**config.mk**
```make
export PLATFORM = sky130hd
export DESIGN_NAME = radix_string_to_integer_unit
export DESIGN_NICKNAME = d
export VERILOG_FILES = /design/src/rsti_pkg.sv /design/src/radix_string_to_integer_unit.sv /design/src/rsti_fold.sv /design/src/rsti_front.sv /design/src/rsti_back.sv
export SDC_FILE = /design/constraint.sdc
export NUM_CORES = 1
export LEC_CHECK = 0
export ABC_AREA = 1
export BUFFER_PORTS_ARGS = -buffer_cell sky130_fd_sc_hd__buf_2
export CAP_MARGIN = 20
export CORE_MARGIN = 5
export CORE_UTILIZATION = 47
export CTS_BUF_LIST = sky130_fd_sc_hd__clkbuf_4 sky130_fd_sc_hd__clkbuf_8 sky130_fd_sc_hd__clkbuf_16
export CTS_CLUSTER_SIZE = 24
export DETAILED_ROUTE_END_ITERATION = 7
export GPL_TIMING_DRIVEN = 0
export PLACE_DENSITY = 0.64
export SYNTH_ARGS = -nofsm -noshare
export SYNTH_HDL_FRONTEND = slang
export SYNTH_HIERARCHICAL = 1
export SYNTH_SLANG_ARGS = --single-unit
```
**constraint.sdc**
```tcl
create_clock -name i_clk -period 7.94 [get_ports i_clk]
set_input_delay 0 -clock i_clk [delete_from_list [all_inputs] [get_ports i_clk]]
set_output_delay 0 -clock i_clk [all_outputs]
set_load 0.01 [all_outputs]
```
**src/rsti_pkg.sv**
```systemverilog
`timescale 1ns / 1ps
`default_nettype none
package rsti_pkg;

    localparam int VALUE_WIDTH_DEF = 32;
    localparam int CHAR_WIDTH_DEF  = 16;
    localparam int ADDR_WIDTH      = 3;
    localparam int MODE_WIDTH      = 5;

    localparam logic [0:0] IDX_RADIX_MODE = 1'b0;

    localparam logic [1:0] ST_OK        = 2'd0;
    localparam logic [1:0] ST_BAD_RADIX = 2'd1;
    localparam logic [1:0] ST_MALFORMED = 2'd2;
    localparam logic [1:0] ST_NO_RADIX  = 2'd3;

    localparam logic [4:0] MODE_AUTO = 5'd0;
    localparam logic [4:0] MODE_HEX  = 5'd16;

    localparam logic [3:0] RADIX_BIN = 4'd2;
    localparam logic [3:0] RADIX_DEC = 4'd10;

    localparam logic [7:0] CH_0    = 8'h30;
    localparam logic [7:0] CH_9    = 8'h39;
    localparam logic [7:0] CH_A    = 8'h41;
    localparam logic [7:0] CH_F    = 8'h46;
    localparam logic [7:0] CH_B    = 8'h42;
    localparam logic [7:0] CH_D    = 8'h44;
    localparam logic [7:0] CH_H    = 8'h48;
    localparam logic [7:0] CH_X    = 8'h58;
    localparam logic [7:0] CH_LA   = 8'h61;
    localparam logic [7:0] CH_LZ   = 8'h7A;
    localparam logic [7:0] CH_CASE = 8'h20;
    localparam logic [7:0] HEX_A_VAL = 8'd10;

    typedef struct packed {
        logic [3:0] max_cls;
        logic       hex_bad;
        logic       prefix;
        logic       first_zero;
        logic       first_digit;
    } t_flags;

    typedef struct packed {
        logic       empty;
        logic [7:0] ch;
        logic [1:0] pos;
        t_flags     flags;
    } t_tok;

    function automatic logic [3:0] f_fold_radix(input logic [MODE_WIDTH-1:0] mode);
        logic [3:0] r;
        begin
            if (mode inside {[5'd2:5'd10]}) begin
                r = mode[3:0];
            end else begin
                r = RADIX_DEC;
            end
            return r;
        end
    endfunction

endpackage
`default_nettype wire

```
**src/radix_string_to_integer_unit.sv**
```systemverilog
`timescale 1ns / 1ps
`default_nettype none
// Channel   Direction  Handshake           Payload
// input     in         i_valid / o_stall   i_char_code, i_last, i_is_empty
// result    out        o_valid / i_stall   o_status, o_value
// config    in         APB psel/penable    paddr, pwdata, prdata (radix_mode)
//
// One character is taken per cycle while o_stall is low, with no gaps between strings.
// A result shows on o_valid after its last character has passed the pipeline stages:
// the input register folds the held character into the second stage, which
// makes the final fold and status decision into the result register.
// Synchronous active-low reset clears the pipeline, the string state and radix_mode.
// i_stall holds the result register; it backs up to o_stall only when a last
// character cannot move on, other characters keep flowing.
module radix_string_to_integer_unit import rsti_pkg::*; #(
    parameter int VALUE_WIDTH = VALUE_WIDTH_DEF,
    parameter int CHAR_WIDTH  = CHAR_WIDTH_DEF
) (
    input  logic                   i_clk,
    input  logic                   i_rst_n,
    input  logic                   psel,
    input  logic                   penable,
    input  logic                   pwrite,
    input  logic [ADDR_WIDTH-1:0]  paddr,
    input  logic [31:0]            pwdata,
    output logic [31:0]            prdata,
    output logic                   pready,
    input  logic                   i_valid,
    output logic                   o_stall,
    input  logic [CHAR_WIDTH-1:0]  i_char_code,
    input  logic                   i_last,
    input  logic                   i_is_empty,
    output logic                   o_valid,
    input  logic                   i_stall,
    output logic [1:0]             o_status,
    output logic [VALUE_WIDTH-1:0] o_value
);

    logic [MODE_WIDTH-1:0]  r_radix_mode;
    logic                   tok_valid;
    logic                   tok_take;
    t_tok                   tok;
    logic [VALUE_WIDTH-1:0] tok_radix;
    logic [VALUE_WIDTH-1:0] tok_bin;
    logic [VALUE_WIDTH-1:0] tok_hex;

    assign pready = 1'b1;
    assign prdata = (paddr[2] == IDX_RADIX_MODE) ?
                    {{(32-MODE_WIDTH){1'b0}}, r_radix_mode} : 32'd0;

    always_ff @(posedge i_clk) begin
        if (!i_rst_n) begin
            r_radix_mode <= MODE_AUTO;
        end else if (psel && penable && pwrite && pready && (paddr[2] == IDX_RADIX_MODE)) begin
            r_radix_mode <= pwdata[MODE_WIDTH-1:0];
        end
    end

    rsti_front #(
        .VALUE_WIDTH(VALUE_WIDTH),
        .CHAR_WIDTH (CHAR_WIDTH)
    ) u_front (
        .i_clk       (i_clk),
        .i_rst_n     (i_rst_n),
        .i_radix_mode(r_radix_mode),
        .i_valid     (i_valid),
        .o_stall     (o_stall),
        .i_char_code (i_char_code),
        .i_last      (i_last),
        .i_is_empty  (i_is_empty),
        .o_tok_valid (tok_valid),
        .i_tok_take  (tok_take),
        .o_tok       (tok),
        .o_acc_radix (tok_radix),
        .o_acc_bin   (tok_bin),
        .o_acc_hex   (tok_hex)
    );

    rsti_back #(
        .VALUE_WIDTH(VALUE_WIDTH)
    ) u_back (
        .i_clk       (i_clk),
        .i_rst_n     (i_rst_n),
        .i_radix_mode(r_radix_mode),
        .i_tok_valid (tok_valid),
        .o_tok_take  (tok_take),
        .i_tok       (tok),
        .i_acc_radix (tok_radix),
        .i_acc_bin   (tok_bin),
        .i_acc_hex   (tok_hex),
        .o_valid     (o_valid),
        .i_stall     (i_stall),
        .o_status    (o_status),
        .o_value     (o_value)
    );

endmodule
`default_nettype wire

```
**src/rsti_fold.sv**
```systemverilog
`timescale 1ns / 1ps
`default_nettype none
module rsti_fold import rsti_pkg::*; #(
    parameter int VALUE_WIDTH = VALUE_WIDTH_DEF
) (
    input  logic [VALUE_WIDTH-1:0] i_acc_radix,
    input  logic [VALUE_WIDTH-1:0] i_acc_bin,
    input  logic [VALUE_WIDTH-1:0] i_acc_hex,
    input  t_flags                 i_flags,
    input  logic [7:0]             i_char,
    input  logic [1:0]             i_idx,
    input  logic [3:0]             i_radix,
    output logic [VALUE_WIDTH-1:0] o_acc_radix,
    output logic [VALUE_WIDTH-1:0] o_acc_bin,
    output logic [VALUE_WIDTH-1:0] o_acc_hex,
    output t_flags                 o_flags
);

    logic                   is_dec;
    logic                   is_af;
    logic                   skip;
    logic [3:0]             digit;
    logic [3:0]             hv;
    logic [3:0]             cls;
    logic [VALUE_WIDTH-1:0] digit_w;
    logic [VALUE_WIDTH-1:0] radix_w;

    always_comb begin
        is_dec  = (i_char >= CH_0) && (i_char <= CH_9);
        is_af   = (i_char >= CH_A) && (i_char <= CH_F);
        digit   = is_dec ? 4'(i_char - CH_0) : 4'd0;
        cls     = is_dec ? digit : 4'hF;
        hv      = is_dec ? digit : (is_af ? 4'(i_char - CH_A + HEX_A_VAL) : 4'd0);
        skip    = (i_idx == 2'd1) && i_flags.first_zero && (i_char == CH_X);
        digit_w = {{(VALUE_WIDTH-4){1'b0}}, digit};
        radix_w = {{(VALUE_WIDTH-4){1'b0}}, i_radix};

        o_flags.first_digit = i_flags.first_digit | ((i_idx == 2'd0) & is_dec);
        o_flags.first_zero  = i_flags.first_zero | ((i_idx == 2'd0) & (i_char == CH_0));
        o_flags.prefix      = i_flags.prefix | skip;
        o_flags.max_cls     = (cls > i_flags.max_cls) ? cls : i_flags.max_cls;
        o_flags.hex_bad     = i_flags.hex_bad | (!skip & !is_dec & !is_af);

        o_acc_hex   = skip ? i_acc_hex : {i_acc_hex[VALUE_WIDTH-5:0], hv};
        o_acc_radix = (i_acc_radix * radix_w) + digit_w;
        o_acc_bin   = {i_acc_bin[VALUE_WIDTH-2:0], 1'b0} + digit_w;
    end

endmodule
`default_nettype wire

```
**src/rsti_front.sv**
```systemverilog
`timescale 1ns / 1ps
`default_nettype none
module rsti_front import rsti_pkg::*; #(
    parameter int VALUE_WIDTH = VALUE_WIDTH_DEF,
    parameter int CHAR_WIDTH  = CHAR_WIDTH_DEF
) (
    input  logic                   i_clk,
    input  logic                   i_rst_n,
    input  logic [MODE_WIDTH-1:0]  i_radix_mode,
    input  logic                   i_valid,
    output logic                   o_stall,
    input  logic [CHAR_WIDTH-1:0]  i_char_code,
    input  logic                   i_last,
    input  logic                   i_is_empty,
    output logic                   o_tok_valid,
    input  logic                   i_tok_take,
    output t_tok                   o_tok,
    output logic [VALUE_WIDTH-1:0] o_acc_radix,
    output logic [VALUE_WIDTH-1:0] o_acc_bin,
    output logic [VALUE_WIDTH-1:0] o_acc_hex
);

    logic                   r_in_valid;
    logic [CHAR_WIDTH-1:0]  r_in_char;
    logic                   r_in_last;
    logic                   r_in_empty;

    logic [1:0]             r_pos;
    logic [7:0]             r_held;
    logic [VALUE_WIDTH-1:0] r_acc_radix;
    logic [VALUE_WIDTH-1:0] r_acc_bin;
    logic [VALUE_WIDTH-1:0] r_acc_hex;
    t_flags                 r_flags;

    logic                   go;
    logic                   s1_ready;
    logic [7:0]             upper;
    logic [VALUE_WIDTH-1:0] f_acc_radix;
    logic [VALUE_WIDTH-1:0] f_acc_bin;
    logic [VALUE_WIDTH-1:0] f_acc_hex;
    t_flags                 f_flags;
    logic [VALUE_WIDTH-1:0] x_acc_radix;
    logic [VALUE_WIDTH-1:0] x_acc_bin;
    logic [VALUE_WIDTH-1:0] x_acc_hex;
    t_flags                 x_flags;

    always_comb begin
        if (|r_in_char[CHAR_WIDTH-1:7]) begin
            upper = 8'd0;
        end else if ((r_in_char[7:0] >= CH_LA) && (r_in_char[7:0] <= CH_LZ)) begin
            upper = r_in_char[7:0] - CH_CASE;
        end else begin
            upper = r_in_char[7:0];
        end
    end

    rsti_fold #(
        .VALUE_WIDTH(VALUE_WIDTH)
    ) u_fold (
        .i_acc_radix(r_acc_radix),
        .i_acc_bin  (r_acc_bin),
        .i_acc_hex  (r_acc_hex),
        .i_flags    (r_flags),
        .i_char     (r_held),
        .i_idx      (r_pos - 2'd1),
        .i_radix    (f_fold_radix(i_radix_mode)),
        .o_acc_radix(f_acc_radix),
        .o_acc_bin  (f_acc_bin),
        .o_acc_hex  (f_acc_hex),
        .o_flags    (f_flags)
    );

    always_comb begin
        if (r_pos != 2'd0) begin
            x_acc_radix = f_acc_radix;
            x_acc_bin   = f_acc_bin;
            x_acc_hex   = f_acc_hex;
            x_flags     = f_flags;
        end else begin
            x_acc_radix = r_acc_radix;
            x_acc_bin   = r_acc_bin;
            x_acc_hex   = r_acc_hex;
            x_flags     = r_flags;
        end
    end

    assign go          = r_in_valid && (!r_in_last || i_tok_take);
    assign s1_ready    = !r_in_valid || go;
    assign o_stall     = !s1_ready;
    assign o_tok_valid = r_in_valid && r_in_last;

    assign o_tok.empty = r_in_empty;
    assign o_tok.ch    = upper;
    assign o_tok.pos   = r_pos;
    assign o_tok.flags = x_flags;
    assign o_acc_radix = x_acc_radix;
    assign o_acc_bin   = x_acc_bin;
    assign o_acc_hex   = x_acc_hex;

    always_ff @(posedge i_clk) begin
        if (!i_rst_n) begin
            r_in_valid <= 1'b0;
        end else if (s1_ready) begin
            r_in_valid <= i_valid;
        end
    end

    always_ff @(posedge i_clk) begin
        if (s1_ready && i_valid) begin
            r_in_char  <= i_char_code;
            r_in_last  <= i_last;
            r_in_empty <= i_is_empty;
        end
    end

    always_ff @(posedge i_clk) begin
        if (!i_rst_n) begin
            r_pos       <= 2'd0;
            r_held      <= 8'd0;
            r_acc_radix <= '0;
            r_acc_bin   <= '0;
            r_acc_hex   <= '0;
            r_flags     <= '0;
        end else if (go) begin
            if (r_in_last) begin
                r_pos       <= 2'd0;
                r_held      <= 8'd0;
                r_acc_radix <= '0;
                r_acc_bin   <= '0;
                r_acc_hex   <= '0;
                r_flags     <= '0;
            end else begin
                r_pos       <= (r_pos == 2'd3) ? r_pos : r_pos + 2'd1;
                r_held      <= upper;
                r_acc_radix <= x_acc_radix;
                r_acc_bin   <= x_acc_bin;
                r_acc_hex   <= x_acc_hex;
                r_flags     <= x_flags;
            end
        end
    end

endmodule
`default_nettype wire

```
**src/rsti_back.sv**
```systemverilog
`timescale 1ns / 1ps
`default_nettype none
module rsti_back import rsti_pkg::*; #(
    parameter int VALUE_WIDTH = VALUE_WIDTH_DEF
) (
    input  logic                   i_clk,
    input  logic                   i_rst_n,
    input  logic [MODE_WIDTH-1:0]  i_radix_mode,
    input  logic                   i_tok_valid,
    output logic                   o_tok_take,
    input  t_tok                   i_tok,
    input  logic [VALUE_WIDTH-1:0] i_acc_radix,
    input  logic [VALUE_WIDTH-1:0] i_acc_bin,
    input  logic [VALUE_WIDTH-1:0] i_acc_hex,
    output logic                   o_valid,
    input  logic                   i_stall,
    output logic [1:0]             o_status,
    output logic [VALUE_WIDTH-1:0] o_value
);

    logic                   r_s2_valid;
    t_tok                   r_s2_tok;
    logic [VALUE_WIDTH-1:0] r_s2_radix;
    logic [VALUE_WIDTH-1:0] r_s2_bin;
    logic [VALUE_WIDTH-1:0] r_s2_hex;

    logic                   r_out_valid;
    logic [1:0]             r_out_status;
    logic [VALUE_WIDTH-1:0] r_out_value;

    logic                   out_ready;
    logic                   single;
    logic [VALUE_WIDTH-1:0] in_radix;
    logic [VALUE_WIDTH-1:0] in_bin;
    logic [VALUE_WIDTH-1:0] in_hex;
    t_flags                 in_flags;
    logic [1:0]             chk_bin;
    logic [1:0]             chk_dec;
    logic [1:0]             chk_fix;
    logic [1:0]             chk_hex;
    logic [1:0]             chk_hexf;
    logic [1:0]             n_status;
    logic [VALUE_WIDTH-1:0] n_value;

    // {ok, use value before last char}
    function automatic logic [1:0] f_dec(
        input logic [7:0] lc,
        input logic       one,
        input logic [3:0] r,
        input logic       tail,
        input logic [3:0] cls_ex,
        input logic [3:0] cls_in
    );
        logic ok;
        logic ux;
        begin
            ok = 1'b1;
            ux = 1'b0;
            if (lc == CH_D) begin
                ok = (r == RADIX_DEC);
                ux = 1'b1;
            end else if (lc == CH_B) begin
                ok = (r == RADIX_BIN);
                ux = 1'b1;
            end else if (tail && (r != RADIX_DEC)) begin
                ok = 1'b0;
            end
            if (ux && one) begin
                ok = 1'b0;
            end
            if ((ux ? cls_ex : cls_in) >= r) begin
                ok = 1'b0;
            end
            return {ok, ux};
        end
    endfunction

    function automatic logic [1:0] f_hex(
        input logic [7:0] lc,
        input logic       one,
        input logic       tail,
        input t_flags     fl_ex,
        input t_flags     fl_in
    );
        logic ok;
        logic ux;
        begin
            ok = 1'b1;
            ux = (lc == CH_H);
            if (ux && one) begin
                ok = 1'b0;
            end
            if (tail && !fl_in.first_digit) begin
                ok = 1'b0;
            end
            if (tail && !fl_in.prefix && !ux) begin
                ok = 1'b0;
            end
            if (ux ? fl_ex.hex_bad : fl_in.hex_bad) begin
                ok = 1'b0;
            end
            return {ok, ux};
        end
    endfunction

    rsti_fold #(
        .VALUE_WIDTH(VALUE_WIDTH)
    ) u_fold (
        .i_acc_radix(r_s2_radix),
        .i_acc_bin  (r_s2_bin),
        .i_acc_hex  (r_s2_hex),
        .i_flags    (r_s2_tok.flags),
        .i_char     (r_s2_tok.ch),
        .i_idx      (r_s2_tok.pos),
        .i_radix    (f_fold_radix(i_radix_mode)),
        .o_acc_radix(in_radix),
        .o_acc_bin  (in_bin),
        .o_acc_hex  (in_hex),
        .o_flags    (in_flags)
    );

    always_comb begin
        single   = (r_s2_tok.pos == 2'd0);
        chk_bin  = f_dec(r_s2_tok.ch, single, RADIX_BIN, 1'b1,
                         r_s2_tok.flags.max_cls, in_flags.max_cls);
        chk_dec  = f_dec(r_s2_tok.ch, single, RADIX_DEC, 1'b1,
                         r_s2_tok.flags.max_cls, in_flags.max_cls);
        chk_fix  = f_dec(r_s2_tok.ch, single, i_radix_mode[3:0], 1'b0,
                         r_s2_tok.flags.max_cls, in_flags.max_cls);
        chk_hex  = f_hex(r_s2_tok.ch, single, 1'b1, r_s2_tok.flags, in_flags);
        chk_hexf = f_hex(r_s2_tok.ch, single, 1'b0, r_s2_tok.flags, in_flags);
        n_status = ST_OK;
        n_value  = '0;
        if (r_s2_tok.empty) begin
            n_status = ST_MALFORMED;
        end else if (i_radix_mode == MODE_AUTO) begin
            if (chk_bin[1]) begin
                n_value = chk_bin[0] ? r_s2_bin : in_bin;
            end else if (chk_dec[1]) begin
                n_value = chk_dec[0] ? r_s2_radix : in_radix;
            end else if (chk_hex[1]) begin
                n_value = chk_hex[0] ? r_s2_hex : in_hex;
            end else begin
                n_status = ST_NO_RADIX;
            end
        end else if (i_radix_mode inside {[5'd2:5'd10]}) begin
            if (!chk_fix[1]) begin
                n_status = ST_MALFORMED;
            end else if (i_radix_mode[3:0] == RADIX_BIN) begin
                n_value = chk_fix[0] ? r_s2_bin : in_bin;
            end else begin
                n_value = chk_fix[0] ? r_s2_radix : in_radix;
            end
        end else if (i_radix_mode == MODE_HEX) begin
            if (chk_hexf[1]) begin
                n_value = chk_hexf[0] ? r_s2_hex : in_hex;
            end else begin
                n_status = ST_MALFORMED;
            end
        end else begin
            n_status = ST_BAD_RADIX;
        end
    end

    assign out_ready  = !r_out_valid || !i_stall;
    assign o_tok_take = !r_s2_valid || out_ready;
    assign o_valid    = r_out_valid;
    assign o_status   = r_out_status;
    assign o_value    = r_out_value;

    always_ff @(posedge i_clk) begin
        if (!i_rst_n) begin
            r_s2_valid <= 1'b0;
        end else if (o_tok_take) begin
            r_s2_valid <= i_tok_valid;
        end
    end

    always_ff @(posedge i_clk) begin
        if (o_tok_take && i_tok_valid) begin
            r_s2_tok   <= i_tok;
            r_s2_radix <= i_acc_radix;
            r_s2_bin   <= i_acc_bin;
            r_s2_hex   <= i_acc_hex;
        end
    end

    always_ff @(posedge i_clk) begin
        if (!i_rst_n) begin
            r_out_valid <= 1'b0;
        end else if (out_ready) begin
            r_out_valid <= r_s2_valid;
        end
    end

    always_ff @(posedge i_clk) begin
        if (out_ready && r_s2_valid) begin
            r_out_status <= n_status;
            r_out_value  <= n_value;
        end
    end

endmodule
`default_nettype wire

```
## After elaboration in Yosys (flattened, before gate mapping)

Cells that the tools add are included.

| operators by class | value |
|---|---|
| add/subtract/negate cells | 13 |
| reductions and logical operators | 45 |
| multipliers | 2 |
| $lt $le $gt $ge | 17 |
| multiplexer cells | 67 |
| bitwise logic cells | 15 |
| eq/ne operators | 13 |

Operators with widths:

| operator | count |
|---|---|
| 32-bit 2-to-1 mux | 20 |
| 32-bit by 4-bit adder with 32-bit output | 4 |
| 32-bit by 4-bit multiplier with 32-bit output | 2 |
| 4-bit 2-to-1 mux | 12 |
| 8-bit by 7-bit == test with 1-bit output, second input constant | 5 |
| 8-bit 2-to-1 mux | 5 |
| 8-bit by 7-bit greater-or-equal comparator with 1-bit output, second input constant | 3 |
| 8-bit by 7-bit less-or-equal comparator with 1-bit output, second input constant | 3 |
| 1-bit logical AND | 21 |
| 2-bit 2-to-1 mux | 10 |
| 1-bit 2-to-1 mux | 19 |
| 8-bit by 6-bit greater-or-equal comparator with 1-bit output, second input constant | 2 |
| 8-bit by 6-bit less-or-equal comparator with 1-bit output, second input constant | 2 |
| 4-bit by 1-bit subtractor with 4-bit output, second input constant | 4 |
| 1-bit zero test | 14 |
| 9-bit OR reduction | 1 |
| 4-bit adder, second input constant | 2 |
| 8-bit by 6-bit == test with 1-bit output, second input constant | 1 |
| 4-bit > comparator | 2 |
| 8-bit by 6-bit subtractor with 8-bit output, second input constant | 1 |
| 1-bit bitwise AND | 7 |
| 1-bit bitwise OR | 7 |
| 5-bit == test, second input constant | 1 |
| 5-bit by 2-bit greater-or-equal comparator with 1-bit output, second input constant | 1 |
| 18 further kinds | 23 |

| storage, ports and cells | value |
|---|---|
| flip-flop bits (word level) | 289 |
| word-level logic and storage cells | 202 |

## Logic depth before layout (Yosys ltp)

| logic depth | value |
|---|---|
| depth in word-level cells | 13 |
| depth in mapped cells | 36 |
| mapped depth without buffers | 34 |

## Cells and area by module

The synthesis kept the hierarchy.

By module, submodules not included:

| module | times used | area each (um2) | cells each |
|---|---|---|---|
| rsti_back | 1 | 8795.9 | 1099 |
| rsti_front | 1 | 6782.8 | 701 |
| rsti_fold (u_front.u_fold) | 1 | 6344.8 | 1050 |
| rsti_fold (u_back.u_fold) | 1 | 6312.3 | 1063 |
| radix_string_to_integer_unit | 1 | 494.2 | 77 |

## Worst setup path before layout

OpenSTA, ideal clock, no wires.

| timing | value |
|---|---|
| path kind | reg2reg |
| start | reg r_radix_mode[1] |
| end | reg u_back.r_out_value[30], in the netlist u_back/o_value[30], data pin |
| stages on the path, launching flop included | 32 |
| setup slack | 2.643 ns |
| arrival | 5.048 ns |
| path buffers | 2 |
| setup time | 0.249 ns |
| path through | dfxtp_1 -> inv_2 -> nor2_2 -> nand3_1 -> and3_1 -> nor2_2 -> inv_1 -> clkbuf_1 -> nor2_1 -> clkbuf_1 -> nand2_1 -> fa_1 -> fa_1 -> fa_1 -> inv_1 -> ha_1 -> a21oi_1 -> nand2_1 -> a21oi_1 -> o21ai_1 -> nand3_1 -> nand2_1 -> nand2_1 -> nand2_1 -> o21ai_0 -> nand2_1 -> nand2_1 -> nor2_1 -> nand2_1 -> a21oi_1 -> nand2_1 -> inv_1 |

| on the way | value |
|---|---|
| longest elaborated chain between the ends | 10 |
| elaborated cells on any way between the ends | 23 |

RTL lines:

| element | line | RTL |
|---|---|---|
| from (decl) | radix_string_to_integer_unit.sv:39 | `logic [MODE_WIDTH-1:0] r_radix_mode;` |
| from (signal assigned) | radix_string_to_integer_unit.sv:55 | `r_radix_mode <= pwdata[MODE_WIDTH-1:0];` |
| 5-bit by 2-bit greater-or-equal comparator with 1-bit output or 5-bit by 4-bit less-or-equal comparator with 1-bit output (tied branches) | rsti_pkg.sv:54 | `if (mode inside {[5'd2:5'd10]}) begin` |
| 1-bit logical AND | rsti_pkg.sv:54 |  |
| 4-bit 2-to-1 mux * | rsti_pkg.sv:54 |  |
| 32-bit by 4-bit multiplier with 32-bit output * | rsti_fold.sv:45 | `o_acc_radix = (i_acc_radix * radix_w) + digit_w;` |
| 32-bit by 4-bit adder with 32-bit output * | rsti_fold.sv:45 |  |
| net u_back.in_radix[30] | rsti_back.sv:33 | `logic [VALUE_WIDTH-1:0] in_radix;` |
| 32-bit 2-to-1 mux * | rsti_back.sv:140, rsti_back.sv:152 |  |
| 32-bit 2-to-1 mux | rsti_back.sv:149 | `end else if (i_radix_mode[3:0] == RADIX_BIN) begin` |
| 32-bit 2-to-1 mux | rsti_back.sv:147 | `if (!chk_fix[1]) begin` |
| 32-bit 2-to-1 mux | rsti_back.sv:146 | `end else if (i_radix_mode inside {[5'd2:5'd10]}) begin` |
| 32-bit 2-to-1 mux * | rsti_back.sv:136 | `end else if (i_radix_mode == MODE_AUTO) begin` |
| to (signal assigned) | rsti_back.sv:199 | `r_out_value <= n_value;` |
| to (decl) | rsti_back.sv:29 | `logic [VALUE_WIDTH-1:0] r_out_value;` |

The timed path passes the listed nets; every way through them passes the cells marked *.
A chain may end at the register's enable or synchronous reset.

## Final worst setup path

Same ends and word-level chain as after synthesis.

==> results.cfg <==
[run]
maxCapViolCount = 0

[clocking]
post_cts_buffers = 0
tritoncts = done
clock_tree.htree_level_count = 2
worstSkewPairLatency_ps = 560
cts.sink_count = 289
cts-root-buf = sky130_fd_sc_hd__clkbuf_16
cts_inserted_buffers = 34
cts_max_path_buffers = 3
clk_pin_slew_ps = 60

[die]
boundaryPins = 129
fp.dieArea_um2 = 66100
dieHeight_um = 257
initial_utilization_pct = 47.5
placementRows = 90
chipWidth_um = 257
core_area_um2 = 60500

[finish]
seqCellArea_um2 = 7460
drive_above_1_share_pct = 14.2
design.final.nets = 4490
area_delta_synth_final_pct = 10.9
num_antenna_cells = 0
fill_cell_count = 5963
multiInputGateArea_um2 = 18000
layout.cell_area.non_filler_um2 = 31900

[yosys]
syn_inst = 3988
syn_avg_cell_area_um2 = 7.20
synthesis.area_um2 = 28700
yosysWarnings = 6

[global_route]
wire_length_of_the_first_global_routing_pass_mm = 140
first_global_vias = 24200
grt_antenna_before_repair = 0
grt_use_total_pct = 26.7
grt_max_degree = 62
grt-ovfl-total = 0

[timing]
slew-limit-headroom_pct = 39.4
totalNegativeSetupSlack_ps = 0
clock_period_minus_worst_slack_ps = 7450
fin_worst_skew_ps = 28.4
max_slew_violations = 0
worst_pin_slew_ps = 909
fmax_mhz = 134
setup-violations-final = 0
fin_hold_ws_ps = 155
final_min_period_over_clock_period_pct = 93.9
hold_violations = 0
grt_setup_unrepaired = false

[power_and_ir_drop]
vdd_ir_drop_max_v = 0.000161
design_power_total_mw = 4.26
power_density_nw_per_um2 = 134
static-leakage-power_nw = 16.1

[detailed_routing]
via_count = 26300
firstDrtPassIters = 6
drc = 0
total_routed_wirelength_mm = 90.9
avgRoutedWirePerCell_um = 18.3
drtIter0Drc = 2354
ant_nets = 0
vias_per_cell = 5.29

[min_path]
holdPathEnd = u_front/r_in_char[7]$_DFFE_PP_
holdPathStages = 2
min_path_type = input pin to flop
hp_start = i_char_code[7]

[placed_design]
dp.final_hpwl_mm = 72.8
place.port_buffers = 71
routabilityCongestion = 0.980
post_dp_cell_area_um2 = 30200

[setup_path]
worst-endpoint-arrival_ps = 7750
critical_path.n_buffers_inverters = 7
end_kind = flop
critical_path_fanout_max = 10
crit_type = flop to flop
crit_slowest_cell = sky130_fd_sc_hd__dfxtp_1
critical_path.startpoint_type = flop
timing.reg2reg.worst_path_depth = 31
cp_data_required_time_ps = 8230
path_common_cell = sky130_fd_sc_hd__nand2_1
r2r_end = u_back/o_value[30]$_SDFFCE_PP0P_
critical-path-top-delay-family = simple AND/OR/NAND/NOR gates
worstReg2RegStart = r_radix_mode[1]$_SDFFE_PN0P_
critical_path.max_stage_delay_ps = 590
r2r_setup_slk_ps = 490

[run_status]
run_status = completed
## flip-flops by register name, summed over array words and instances (netlist names), 2 cells and up
| name | cells |
|---|---|
| u_back/o_value | 32 |
| u_front/r_in_char | 16 |
| u_back/r_s2_tok | 19 |
| u_back/r_s2_radix | 32 |
| u_front/r_acc_bin | 32 |
| u_front/r_pos | 2 |
| r_radix_mode | 5 |
| u_back/r_s2_bin | 32 |
| u_front/r_acc_radix | 32 |
| u_front/r_acc_hex | 32 |
| u_front/r_held | 8 |
| u_front/r_flags | 8 |
| u_back/r_s2_hex | 32 |
| u_back/o_status | 2 |
## cell type report
cell class / instances / area share [%]
Timing Repair Buffer: 110 / 2.42
Inverter: 590 / 6.97
Tap cell: 782 / 3.07
Buffer: 182 / 3.74
Sequential cell: 289 / 23.4
Multi-Input combinational cell: 2953 / 56.4
Clock inverter: 22 / 1.13
Clock buffer: 40 / 2.87
## cells in the final DEF, fill, tap and decap left out, types with 7 or more instances in the layout
master	instances
sky130_fd_sc_hd__o21bai_1	22
sky130_fd_sc_hd__bufinv_16	9
sky130_fd_sc_hd__and2_1	13
sky130_fd_sc_hd__xnor2_1	21
sky130_fd_sc_hd__a21oi_1	210
sky130_fd_sc_hd__buf_2	116
sky130_fd_sc_hd__clkbuf_1	44
sky130_fd_sc_hd__buf_1	11
sky130_fd_sc_hd__edfxtp_1	167
sky130_fd_sc_hd__nor2_1	267
sky130_fd_sc_hd__nor4_1	10
sky130_fd_sc_hd__dfxtp_1	122
sky130_fd_sc_hd__clkbuf_16	35
sky130_fd_sc_hd__nand2_1	1245
sky130_fd_sc_hd__o21ai_1	12
sky130_fd_sc_hd__nor3_1	37
sky130_fd_sc_hd__nand4_1	44
sky130_fd_sc_hd__nand2_2	82
sky130_fd_sc_hd__nand3_1	259
sky130_fd_sc_hd__a31oi_1	14
sky130_fd_sc_hd__a21oi_2	61
sky130_fd_sc_hd__mux2_4	60
sky130_fd_sc_hd__dlygate4sd3_1	36
sky130_fd_sc_hd__nor2_2	12
sky130_fd_sc_hd__nor2_4	15
sky130_fd_sc_hd__inv_2	18
sky130_fd_sc_hd__buf_4	58
sky130_fd_sc_hd__nand2_4	8
sky130_fd_sc_hd__clkinv_1	12
sky130_fd_sc_hd__xor2_1	62
sky130_fd_sc_hd__o21ai_2	7
sky130_fd_sc_hd__ha_1	154
sky130_fd_sc_hd__mux2_2	44
sky130_fd_sc_hd__buf_12	8
sky130_fd_sc_hd__fa_1	116
sky130_fd_sc_hd__o21ai_0	81
sky130_fd_sc_hd__inv_1	564
sky130_fd_sc_hd__conb_1	28
sky130_fd_sc_hd__nand3b_1	10
sky130_fd_sc_hd__buf_6	16
## worst register-to-register path, delay by kind of cell, from the launching register on
| family | cells | cell delay, ps |
|---|---|---|
| AOI/OAI and AO/OA | 5 | 1260 |
| adders and majority gates | 4 | 1600 |
| buffers and inverters | 7 | 1680 |
| DFF | 1 | 590 |
| and+or+nand+nor | 15 | 2050 |
## power breakdown
group | total (mW) | internal [mW] | switching, mW
Sequential | 1.64 | 1.61 | 0.0292
Clock | 1.79 | 1.12 | 0.668
Combinational | 0.831 | 0.279 | 0.551
## routing by layer
layer | part of all wire (%) | routed length [µm] | track usage (%) | vias to the layer above
li1 | - | - | - | 12900
met1 | 48 | 43400 | 40.6 | 12300
met2 | 42 | 38000 | 39.4 | 936
met3 | 7.3 | 6680 | 3.61 | 137
met4 | 3.0 | 2740 | 7.90 | 0
met5 | 0 | 0 | 0 | -
## timing repair
action                                  in CTS  in global routing
endpoints found under the setup margin       0                  2
resized for setup                            0                  3
hold buffers                                36                  0
hold endpoints to repair                    37                  0
## how the worst max path moves through the flow
| stage | depth (start not counted) | to | from |
|---|---|---|---|
| after detailed placement | 31 | u_back/o_value[30]$_SDFFCE_PP0P_ | r_radix_mode[1]$_SDFFE_PN0P_ |
| after global placement | 31 | u_back/o_value[30]$_SDFFCE_PP0P_ | r_radix_mode[1]$_SDFFE_PN0P_ |
| final | 31 | u_back/o_value[30]$_SDFFCE_PP0P_ | r_radix_mode[1]$_SDFFE_PN0P_ |
| after CTS | 31 | u_back/o_value[30]$_SDFFCE_PP0P_ | r_radix_mode[1]$_SDFFE_PN0P_ |
| after global routing | 31 | u_back/o_value[30]$_SDFFCE_PP0P_ | r_radix_mode[1]$_SDFFE_PN0P_ |
| after floorplan | 31 | u_back/o_value[30]$_SDFFCE_PP0P_ | r_radix_mode[1]$_SDFFE_PN0P_ |
## through the flow
stage                     utilization, %  std cells  setup WS, ps
after floorplan                        -       4014          2640
after global placement              49.9       4867           411
after detailed placement            50.0       4870           413
after CTS                           52.7       4968           379
after global routing                52.7       4968           128
final                               52.7       4968           486
No activity file was read; power rests on OpenSTA's default activity.
